<file path="config.mk">
export PLATFORM = sky130hd
export DESIGN_NAME = plc_table
export DESIGN_NICKNAME = d
export VERILOG_FILES = /design/src/sv/plc_pkg.sv /design/src/sv/plc_table.sv
export SDC_FILE = /design/constraint.sdc
export NUM_CORES = 2
export LEC_CHECK = 0
export ABC_AREA = 0
export BUFFER_PORTS_ARGS = -buffer_cell sky130_fd_sc_hd__buf_2
export CAP_MARGIN = 20
export CORE_MARGIN = 3
export CORE_UTILIZATION = 30
export DETAILED_ROUTE_END_ITERATION = 6
export REMOVE_ABC_BUFFERS = 1
export SYNTH_ARGS = -nofsm -noshare
export SYNTH_HDL_FRONTEND = slang
export SYNTH_SLANG_ARGS = --single-unit
</file>
<file path="constraint.sdc">
create_clock -name clock -period 4.7 [get_ports clock]
set_input_delay 0.47 -clock clock [delete_from_list [all_inputs] [get_ports clock]]
set_output_delay 0.47 -clock clock [all_outputs]
set_load 0.1 [all_outputs]
</file>
<file path="src/sv/plc_pkg.sv">
// ---------------------------------------------------------------------------
// Piecewise-linear calibrator package
// Sizes, codes, state encoding and the table command bundle shared by the
// calibrator modules.
// ---------------------------------------------------------------------------
`default_nettype none

package plc_pkg;

   // table geometry
   localparam int CHANNELS = 8;
   localparam int POINTS   = 16;
   localparam int DEPTH    = CHANNELS * POINTS;
   localparam int CH_W     = (CHANNELS > 1) ? $clog2(CHANNELS) : 1;
   localparam int IDX_W    = $clog2(POINTS);
   localparam int WI_W     = $clog2(POINTS + 1);
   localparam int ADDR_W   = (DEPTH > 1) ? $clog2(DEPTH) : 1;

   // channels covered by the calibrated mask register
   localparam int MASK_CHANNELS = 8;

   // coordinates and arithmetic widths
   localparam int          COORD_W     = 16;
   localparam logic [15:0] EMPTY_COORD = 16'hFFFF;
   localparam int          NUM_W       = 46;   // scaled dividend, even
   localparam int          DVS_W       = 17;   // twice the segment width

   // request modes
   localparam logic [1:0] MODE_CLEAR = 2'd0;
   localparam logic [1:0] MODE_ADD   = 2'd1;
   localparam logic [1:0] MODE_EVAL  = 2'd2;
   localparam logic [1:0] MODE_NOP   = 2'd3;

   typedef enum logic [2:0] {
      ST_OK          = 3'd0,
      ST_BAD_CHANNEL = 3'd1,
      ST_UNCAL       = 3'd2,
      ST_FEW_POINTS  = 3'd3,
      ST_ZERO_WIDTH  = 3'd4,
      ST_TABLE_FULL  = 3'd5
   } status_type;

   typedef enum logic [3:0] {
      S_IDLE,
      S_SCAN,
      S_CALC,
      S_MUL,
      S_SUM,
      S_SCALE,
      S_DIV_GO,
      S_DIV_WAIT,
      S_SAT,
      S_DONE
   } state_type;

   // one cycle's worth of table accesses
   typedef struct packed {
      logic               wr_en;
      logic [CH_W-1:0]    wr_chan;
      logic [IDX_W-1:0]   wr_idx;
      logic [31:0]        wr_data;
      logic               clr_en;
      logic [CH_W-1:0]    clr_chan;
      logic               rd_en;
      logic [CH_W-1:0]    rd_chan;
      logic [IDX_W-1:0]   rd_idx;
   } tbl_cmd_type;

endpackage

`default_nettype wire

</file>
<file path="src/sv/plc_table.sv">
// ---------------------------------------------------------------------------
// Calibration point table
// Synchronous point memory with one valid bit per entry. An entry that is
// not valid reads as an empty point (all ones). Reads are registered.
// ---------------------------------------------------------------------------
`default_nettype none

module plc_table (
   input  wire logic                  clock,
   input  wire logic                  reset,
   input  wire plc_pkg::tbl_cmd_type  cmd,
   output logic [15:0]                rd_x,
   output logic [15:0]                rd_y
);

   logic [31:0] mem [plc_pkg::DEPTH];
   logic [plc_pkg::CHANNELS-1:0][plc_pkg::POINTS-1:0] valid_ff;
   logic [31:0] rd_data_ff;
   logic        rd_valid_ff;
   logic [plc_pkg::ADDR_W-1:0] wr_addr;
   logic [plc_pkg::ADDR_W-1:0] rd_addr;

   // flatten channel and point index
   assign wr_addr = plc_pkg::ADDR_W'(cmd.wr_chan) * plc_pkg::ADDR_W'(plc_pkg::POINTS)
                  + plc_pkg::ADDR_W'(cmd.wr_idx);
   assign rd_addr = plc_pkg::ADDR_W'(cmd.rd_chan) * plc_pkg::ADDR_W'(plc_pkg::POINTS)
                  + plc_pkg::ADDR_W'(cmd.rd_idx);

   // write and read the point store; writes and reads never share a request
   always_ff @(posedge clock) begin
      if (cmd.wr_en) begin
         mem[wr_addr] <= cmd.wr_data;
      end
      if (cmd.rd_en) begin
         rd_data_ff <= mem[rd_addr];
      end
   end

   // track written entries; clear a whole channel row at once
   always_ff @(posedge clock) begin
      if (reset) begin
         valid_ff    <= '0;
         rd_valid_ff <= 1'b0;
      end else begin
         if (cmd.clr_en) begin
            valid_ff[cmd.clr_chan] <= '0;
         end
         if (cmd.wr_en) begin
            valid_ff[cmd.wr_chan][cmd.wr_idx] <= 1'b1;
         end
         if (cmd.rd_en) begin
            rd_valid_ff <= valid_ff[cmd.rd_chan][cmd.rd_idx];
         end
      end
   end

   assign rd_x = rd_valid_ff ? rd_data_ff[15:0]  : plc_pkg::EMPTY_COORD;
   assign rd_y = rd_valid_ff ? rd_data_ff[31:16] : plc_pkg::EMPTY_COORD;

endmodule

`default_nettype wire

</file>
==> impl_metrics.tcl <==
set metrics [dict create \
    status "complete, no violations" \
    synth_area_per_cell_um2 24.32 \
    cp-end-kind "flop" \
    r2r_setup_slack_ns 1.59 \
    netlist_instances 6668 \
    wire_per_inst_um 30.57 \
    p_leak_uw 0.05739 \
    seq_area_frac_synth_pct 78.02 \
    crit_arrival_ns 4.14 \
    finalHoldViolations 0 \
    ant_nets 0 \
    rsz0062_at_grt "false" \
    num_rows 269 \
    reg2reg_depth 5 \
    grt_usage_pct 15.99 \
    skew_ns 0.05443 \
    io_pins 86 \
    ys_warn_count 0 \
    netlist.area_leader.share_pct 76.43 \
    cp_max_fo 44 \
    synth_flop_cell "edfxtp_1" \
    slew_viol_final 0 \
    multi_input_area_mm2 0.03490 \
    initial_core_util_pct 30.17 \
    dr.first_iter.drc_count 11087 \
    whs_path_depth 1 \
    clockBufferDepth 4 \
    dieArea_mm2 0.5495 \
    wirelength_um 451100 \
    numCtsBuffers 419 \
    nNetsFinal 7265 \
    grt_first_pass_wirelength_um 624400 \
    first_global_vias 77403 \
    fillers 48721 \
    clock.fmax_ghz 0.2792 \
    path_class "in -> reg" \
    period_share_pct 76.20 \
    yosysUniqueCellTypes 39 \
    cts_num_sinks 4257 \
    clk_pin_slew_ns 0.06 \
    synthTopCellsByArea "edfxtp_1 76%, mux4_2 18%, dfxtp_1 1.6%" \
    fin_tns_setup_ns 0 \
    drt_first_pass_iters 6 \
    hold_slack_ns 0.05436 \
    synth_area_mm2 0.1622 \
    antenna_found_initial 52 \
    dieHeight_um 741.3 \
    async_flop_share_pct 0 \
    drive_gt1_share_pct 33.14 \
    tritoncts "built" \
    cap_violations 0 \
    fin_total_pwr_uw 78760 \
    clk_latency_ns 0.98 \
    area_delta_synth_final_pct 16.12 \
    cts_setup_buffers 0 \
    finalCriticalPeriod_ns 3.582 \
    die_w_um 741.3 \
    design_area_mm2 0.1883 \
    vdd_ir_drop_max_uv 324.0 \
    root_buffer "clkbuf_16" \
    p_per_area_mw_per_mm2 418.2 \
    setup_ws_ns 1.118 \
    synth-edff-count 4128 \
    port_buffers 85 \
    place.gp.congestion 0.8890 \
    core_area_mm2 0.5375 \
    synth_most_common_cell "edfxtp_1" \
    htreeDepth 5 \
    finalSetupViolCount 0 \
    ys_ff_latch 4257 \
    vias_per_cell 5.247 \
    remaining_drc_errors 0 \
    worst_slew_pin_slew_ns 1.496 \
    hpwl_um 256100 \
    place_ws_ns 0.4667 \
    synth_commonest_cells "4128 x edfxtp_1, 1312 x mux4_2, 254 x nor2_1" \
    gr-total-overflow 0 \
    place_area_mm2 0.1748 \
    cp_data_required_time_ns 5.26 \
    slew_headroom_pct 0.2918 \
    regArea_mm2 0.1265 \
    num_vias 77434 \
    yosysTopAreaCell "edfxtp_1" \
    hold_class "in -> reg" \
    grt_max_degree 98 \
    start_kind "input port" \
]
[placed cells by master (no fill, tap or decap), types with 5 or more instances in the layout]
cell type      instances
a21oi_1              128
nor2_1               134
nand3_1               18
clkbuf_8               9
nor3_2                 5
nand2b_1              35
clkinv_2              61
clkbuf_16            426
nand2_1               25
bufinv_16             32
a22o_1                33
a221oi_1              32
clkinv_1             101
diode_2               17
buf_12                68
dlygate4sd3_1          5
clkinvlp_4            10
nor2b_1               12
edfxtp_1            4128
dfxtp_1              129
clkbuf_1             103
inv_6                 10
buf_2                 47
nor2_4               120
buf_4                362
mux4_2              1312
clkinv_8               5
clkinv_16              5
mux2i_1              137
[flip-flops by register name, indices dropped and copies added, names as in the netlist]
name / flops
mem: 4096
valid_ff: 128
rd_data_ff: 32
rd_valid_ff: 1
[metrics by stage]
step | instances | utilization [%]
floorplan | 6299 | -
global placement | 13957 | 32.51
detailed placement | 13962 | 32.53
CTS | 14737 | 35.01
global route | 14743 | 35.03
finish | 14759 | 35.04
[what timing repair did]
| action | CTS | global route |
|---|---|---|
| endpoints found under the setup margin | 0 | 0 |
| resized for setup | 0 | 0 |
| endpoints found under the hold margin | 51 | 20 |
| hold buffers | 4 | 1 |
[kinds of logic (layout without fill, tap and decap cells)]
family,count (synthesis),after routing,synth area share [%]
other cells,0,17,0
flops,4257,4257,78.02
mux,1450,1450,19.07
compound gates,202,202,0.7900
simple gates,388,388,1.065
buf+inv,371,1264,1.053
[critical path, stage by stage]
cell and delay (ns):
buf_8 0.60, buf_12 0.24, buf_12 0.20, buf_4 0.26, mux4_2 0.28, mux2i_1 0.13
a22o_1 0.43, a221oi_1 1.23
[path summary, 6_finish.rpt]
path | end | startpoint
worst max register to register | rd_data_ff[26] | mem[115][26]
worst min-delay path | mem[34][4] | cmd[16]
worst min register to register | valid_ff[119] | valid_ff[119]
worst max-delay path | rd_data_ff[10] | cmd[2]
[metal layers]
metal  global-route usage, %  up-vias  share of wire [%]
met2                   25.25     4027                 47
li1                        -    29952                  -
met3                   4.018      673                 11
met4                   3.961       42                2.6
met5                  0.2943        -               0.11
met1                   22.21    42740                 40
[power by group]
group / switching, uW / internal [uW] / total, uW
logic: 2570 / 1560 / 4130
clock network: 14100 / 18600 / 32700
registers: 119 / 41800 / 41900
[final cells by class]
type	instances	area share, %
repair buffers	491	2.405
flip-flops and latches	4257	67.19
well taps	7181	4.771
inverters	2	0.003986
clock inverters	229	1.128
clock buffers	542	5.945
diodes	17	0.02259
multi-input cells	2040	18.53
(Power assumes the default switching activity.)
