File: src/sv/plc_pkg.sv
// ---------------------------------------------------------------------------
// Piecewise-linear calibrator package
// Sizes, codes, state encoding and the table command bundle shared by the
// calibrator modules.
// ---------------------------------------------------------------------------
`default_nettype none

package plc_pkg;

   // table geometry
   localparam int CHANNELS = 8;
   localparam int POINTS   = 16;
   localparam int DEPTH    = CHANNELS * POINTS;
   localparam int CH_W     = (CHANNELS > 1) ? $clog2(CHANNELS) : 1;
   localparam int IDX_W    = $clog2(POINTS);
   localparam int WI_W     = $clog2(POINTS + 1);
   localparam int ADDR_W   = (DEPTH > 1) ? $clog2(DEPTH) : 1;

   // channels covered by the calibrated mask register
   localparam int MASK_CHANNELS = 8;

   // coordinates and arithmetic widths
   localparam int          COORD_W     = 16;
   localparam logic [15:0] EMPTY_COORD = 16'hFFFF;
   localparam int          NUM_W       = 46;   // scaled dividend, even
   localparam int          DVS_W       = 17;   // twice the segment width

   // request modes
   localparam logic [1:0] MODE_CLEAR = 2'd0;
   localparam logic [1:0] MODE_ADD   = 2'd1;
   localparam logic [1:0] MODE_EVAL  = 2'd2;
   localparam logic [1:0] MODE_NOP   = 2'd3;

   typedef enum logic [2:0] {
      ST_OK          = 3'd0,
      ST_BAD_CHANNEL = 3'd1,
      ST_UNCAL       = 3'd2,
      ST_FEW_POINTS  = 3'd3,
      ST_ZERO_WIDTH  = 3'd4,
      ST_TABLE_FULL  = 3'd5
   } status_type;

   typedef enum logic [3:0] {
      S_IDLE,
      S_SCAN,
      S_CALC,
      S_MUL,
      S_SUM,
      S_SCALE,
      S_DIV_GO,
      S_DIV_WAIT,
      S_SAT,
      S_DONE
   } state_type;

   // one cycle's worth of table accesses
   typedef struct packed {
      logic               wr_en;
      logic [CH_W-1:0]    wr_chan;
      logic [IDX_W-1:0]   wr_idx;
      logic [31:0]        wr_data;
      logic               clr_en;
      logic [CH_W-1:0]    clr_chan;
      logic               rd_en;
      logic [CH_W-1:0]    rd_chan;
      logic [IDX_W-1:0]   rd_idx;
   } tbl_cmd_type;

endpackage

`default_nettype wire

File: src/sv/plc_div.sv
// ---------------------------------------------------------------------------
// Serial unsigned divider
// Restoring division, two quotient bits per cycle. Pulses done for one
// cycle when the quotient is ready.
// ---------------------------------------------------------------------------
`default_nettype none

module plc_div (
   input  wire logic                        clock,
   input  wire logic                        reset,
   input  wire logic                        start,
   input  wire logic [plc_pkg::NUM_W-1:0]   dividend,
   input  wire logic [plc_pkg::DVS_W-1:0]   divisor,
   output logic                             done,
   output logic [plc_pkg::NUM_W-1:0]        quotient
);

   localparam int STEPS = plc_pkg::NUM_W / 2;
   localparam int CNT_W = $clog2(STEPS + 1);

   logic [plc_pkg::NUM_W-1:0] quo_ff, quo_in;
   logic [plc_pkg::DVS_W-1:0] rem_ff, rem_in;
   logic [plc_pkg::DVS_W-1:0] dvs_ff;
   logic [CNT_W-1:0]          cnt_ff;
   logic                      busy_ff;
   logic                      done_ff;
   logic [plc_pkg::DVS_W:0]   r1, r1n, r2, r2n;
   logic                      ge1, ge2;

   // two restoring steps
   always_comb begin
      r1     = {rem_ff, quo_ff[plc_pkg::NUM_W-1]};
      ge1    = (r1 >= {1'b0, dvs_ff});
      r1n    = ge1 ? (r1 - {1'b0, dvs_ff}) : r1;
      r2     = {r1n[plc_pkg::DVS_W-1:0], quo_ff[plc_pkg::NUM_W-2]};
      ge2    = (r2 >= {1'b0, dvs_ff});
      r2n    = ge2 ? (r2 - {1'b0, dvs_ff}) : r2;
      rem_in = r2n[plc_pkg::DVS_W-1:0];
      quo_in = {quo_ff[plc_pkg::NUM_W-3:0], ge1, ge2};
   end

   // datapath: load on start, shift while busy
   always_ff @(posedge clock) begin
      if (start) begin
         quo_ff <= dividend;
         rem_ff <= '0;
         dvs_ff <= divisor;
      end else if (busy_ff) begin
         quo_ff <= quo_in;
         rem_ff <= rem_in;
      end
   end

   // control: count steps and flag the end
   always_ff @(posedge clock) begin
      if (reset) begin
         busy_ff <= 1'b0;
         done_ff <= 1'b0;
         cnt_ff  <= '0;
      end else begin
         done_ff <= 1'b0;
         if (start) begin
            busy_ff <= 1'b1;
            cnt_ff  <= CNT_W'(STEPS);
         end else if (busy_ff) begin
            cnt_ff <= cnt_ff - CNT_W'(1);
            if (cnt_ff == CNT_W'(1)) begin
               busy_ff <= 1'b0;
               done_ff <= 1'b1;
            end
         end
      end
   end

   assign done     = done_ff;
   assign quotient = quo_ff;

endmodule

`default_nettype wire

File: config.mk
export PLATFORM = sky130hd
export DESIGN_NAME = plc_div
export DESIGN_NICKNAME = d
export VERILOG_FILES = /design/src/sv/plc_pkg.sv /design/src/sv/plc_div.sv
export SDC_FILE = /design/constraint.sdc
export NUM_CORES = 1
export LEC_CHECK = 0
export BUFFER_PORTS_ARGS = -buffer_cell sky130_fd_sc_hd__buf_4
export CORE_UTILIZATION = 40
export CTS_CLUSTER_DIAMETER = 120
export DETAILED_ROUTE_END_ITERATION = 8
export PLACE_DENSITY = 0.61
export SYNTH_ARGS = -nofsm -noshare
export SYNTH_HDL_FRONTEND = slang
export SYNTH_SLANG_ARGS = --single-unit
File: constraint.sdc
create_clock -name clock -period 10 [get_ports clock]
set_input_delay 3 -clock clock [delete_from_list [all_inputs] [get_ports clock]]
set_output_delay 3 -clock clock [all_outputs]
set_load 0.05 [all_outputs]
==> run_results.csv <==
group,metric,value,unit
routing,viasPerCell,5.32,
clocking,cts_setup_buffers,0,
clocking,cts_tree,"done",
grt,track_usage,19.3,%
die,num_rows,42,
clocking,clock_sinks,87,
die,die_h,118,um
clocking,clock-root-buffer,"clkbuf_16",
die,floorplan.initialDensity,40.9,%
setup_path,endpoint_kind,"flip-flop",
sta,rsz0062_at_grt,"false",
setup_path,critPathMaxFanout,23,
power_and_ir_drop,ir_worst_vdd,118,uV
die,dieArea,14000,um^2
sta,tightestPinTransition,1.02,ns
layout,synthToLayoutAreaGrowth,24.3,%
place,port_buffers,112,
setup_path,path_class,"flip-flop to flip-flop",
routing,routedWlPerCell,16.8,um
yosys,yosysWarnings,0,
yosys,syn_nets,591,
sta,slew_headroom,32.1,%
sta,setup_violations,0,
yosys,synth_most_common_cell,"edfxtp_1",
min_path,worstHoldPathCells,2,
power_and_ir_drop,power.density,279,nW/um^2
layout,n_antenna_cell,0,
grt,grt_pass1_wl,21000,um
yosys,seq_area_frac_synth,44.0,%
yosys,synthCells,487,
routing,drt-total-wl,13000,um
yosys,ys_seq_elements,87,
yosys,avgSynthCellArea,11.1,um^2
run_status,outcome,"completed",
sta,setup-tns-final,0,ns
place,routabilityCongestion,0.866,
yosys,yosys.area.top_type,"edfxtp_1",
clocking,cts_buffers,9,
setup_path,cp_cell_sequence,"inv_1, ha_1, inv_1, fa_1, a211oi_2, o21ai_1, a21o_1, a221o_1, a21oi_4, mux2_2, ha_1, a21oi_1, a21oi_1, o31ai_1, a31oi_1, nor2_1, o211ai_4, mux2_4, a211oi_2",
place,hpwl,9800,um
clocking,cts-resized-gates,0,
setup_path,reg2reg_depth,19,
routing,first_pass_iters,5,
sta,hold_viol_final,0,
clocking,htree_levels,3,
yosys,synthFlopType,"edfxtp_1",
clocking,clock_latency,0.35,ns
routing,drt_iter0_markers,346,
sta,slew_viol_final,0,
grt,grt_max_degree,79,
sta,timing.fmax,177,MHz
routing,ant_nets,0,
yosys,ys_types,62,
routing,via_count,4121,
yosys,synth_area,5400,um^2
grt,antenna_found_initial,0,
yosys,synthTopCellsByCount,"63 x edfxtp_1, 57 x mux2_2, 38 x nor2_1",
job,cap_violations,0,
clocking,cts_hold_buf,0,
setup_path,slowest_stage,"a21oi_4",
die,die_x,118,um
yosys,synth_top_area_share,35.1,%
routing,drc_errors,0,
yosys,async_flop_share,0,%
layout,fillers,1176,
sta,skew,0.00705,ns
place,dp_cells,758,
sta,post-route-min-period,5.65,ns
grt,grt_pass1_vias,4185,
yosys,synth_area_leaders,"edfxtp_1 35%, mux2_2 12%, dfxtp_1 8.9%",
setup_path,crit_arrival,5.92,ns
die,core_area,13200,um^2
die,ioPinCount,113,
layout,fin_cells,774,
setup_path,max_stage_delay,0.60,ns
clocking,clk_pin_slew,0.06,ns
setup_path,startpoint_type,"flip-flop",
setup_path,path_delay_family,"compound AO/OA/AOI/OAI gates",
grt,grt-ovfl-total,0,
setup_path,critPathBufInv,2,
min_path,worstHoldPathType,"flip-flop to flip-flop",
layout,drive_above_1_share,32.4,%
layout,nets,697,
setup_path,cp_num_cells,19,
clocking,clockBufferDepth,2,
yosys,synth_edf_count,63,
setup_path,cp.required,10.27,ns
power_and_ir_drop,leakagePower,2.88,nW
sta,period_share,56.5,%
-- worst register-to-register path: stages, from the launching register on --
cell      delay (ns)
edfxtp_1        0.39
inv_1           0.09
ha_1            0.16
inv_1           0.06
fa_1            0.43
a211oi_2        0.31
o21ai_1         0.14
a21o_1          0.18
a221o_1         0.37
a21oi_4         0.60
mux2_2          0.44
ha_1            0.34
a21oi_1         0.31
a21oi_1         0.16
o31ai_1         0.36
a31oi_1         0.13
nor2_1          0.18
o211ai_4        0.30
mux2_4          0.41
a211oi_2        0.20
-- registers in the layout, indices dropped and copies added (netlist names) --
register  cells
busy_ff       1
quotient     46
done          1
dvs_ff       17
rem_ff       17
cnt_ff        5
-- logic make-up (layout without fill, tap and decap cells) --
| family | count (synthesis) | after routing | synth area share (%) |
|---|---|---|---|
| compound gates | 99 | 99 | 13.3 |
| simple gates | 110 | 110 | 9.88 |
| flops | 87 | 87 | 44.0 |
| fa+ha+maj | 38 | 38 | 9.09 |
| xor+xnor | 32 | 32 | 5.19 |
| buf+inv | 50 | 161 | 4.01 |
| mux | 71 | 71 | 14.6 |
-- per-layer routing --
layer  part of all wire, %  track usage, %
met5                     0               0
met4                   1.7            6.81
met3                   8.9            6.90
met2                    44            30.4
met1                    45            24.4
-- per-stage QoR --
stage | hold WS (ns) | worst slack (ns) | power (mW) | utilization, % | area, um^2
final | 0.487 | 4.35 | 1.87 | 50.8 | 6710
after CTS | 0.487 | 4.37 | 1.87 | 50.8 | 6710
after global placement | 0.472 | 4.55 | 1.47 | 48.2 | 6360
after global routing | 0.512 | 3.96 | 1.99 | 50.8 | 6710
after floorplan | 0.442 | 4.81 | 1.29 | - | 5400
after detailed placement | 0.477 | 4.38 | 1.48 | 48.2 | 6360
-- final timing paths --
| kind | from | end | slack, ns |
|---|---|---|---|
| setup reg to reg | quotient[45]$_DFFE_PP_ | rem_ff[0]$_SDFFE_PP0P_ | 4.35 |
| setup / recovery | quotient[45]$_DFFE_PP_ | rem_ff[0]$_SDFFE_PP0P_ | 4.35 |
| hold / removal | rem_ff[11]$_SDFFE_PP0P_ | rem_ff[11]$_SDFFE_PP0P_ | 0.49 |
| hold reg to reg | rem_ff[11]$_SDFFE_PP0P_ | rem_ff[11]$_SDFFE_PP0P_ | 0.49 |
-- area by class of cell --
cell class / instances / area [um^2] / area share, %
flip-flops and latches: 87 / 2370 / 35.4
repair buffers: 112 / 841 / 12.5
well taps: 176 / 220 / 3.28
inverters: 33 / 124 / 1.85
clock inverters: 4 / 73.8 / 1.10
multi-input cells: 350 / 2810 / 41.9
clock buffers: 12 / 268 / 3.99
-- report_power, final --
group | leakage, nW | switching (mW) | internal [mW] | total [mW]
combinational | 1.89 | 0.577 | 0.422 | 1.00
clock | 0.168 | 0.140 | 0.241 | 0.381
sequential | 0.827 | 0.0388 | 0.449 | 0.488
-- cell usage in the layout, fill, tap and decap left out, types with 3 or more instances in the layout --
cell / instances
a211oi_1: 12
a21o_1: 12
a21oi_1: 20
and3_1: 4
buf_4: 112
clkbuf_16: 10
dfxtp_1: 24
edfxtp_1: 63
ha_1: 36
inv_1: 32
mux2_2: 57
mux2i_1: 13
nand2_1: 21
nand2b_1: 3
nand3_1: 16
nand4_1: 3
nor2_1: 38
nor2b_1: 5
nor3_1: 9
o211ai_1: 4
o21a_1: 3
o21ai_0: 10
o21ai_1: 4
o21bai_1: 6
xnor2_1: 19
xor2_1: 13
No activity file was read; power rests on OpenSTA's default activity.
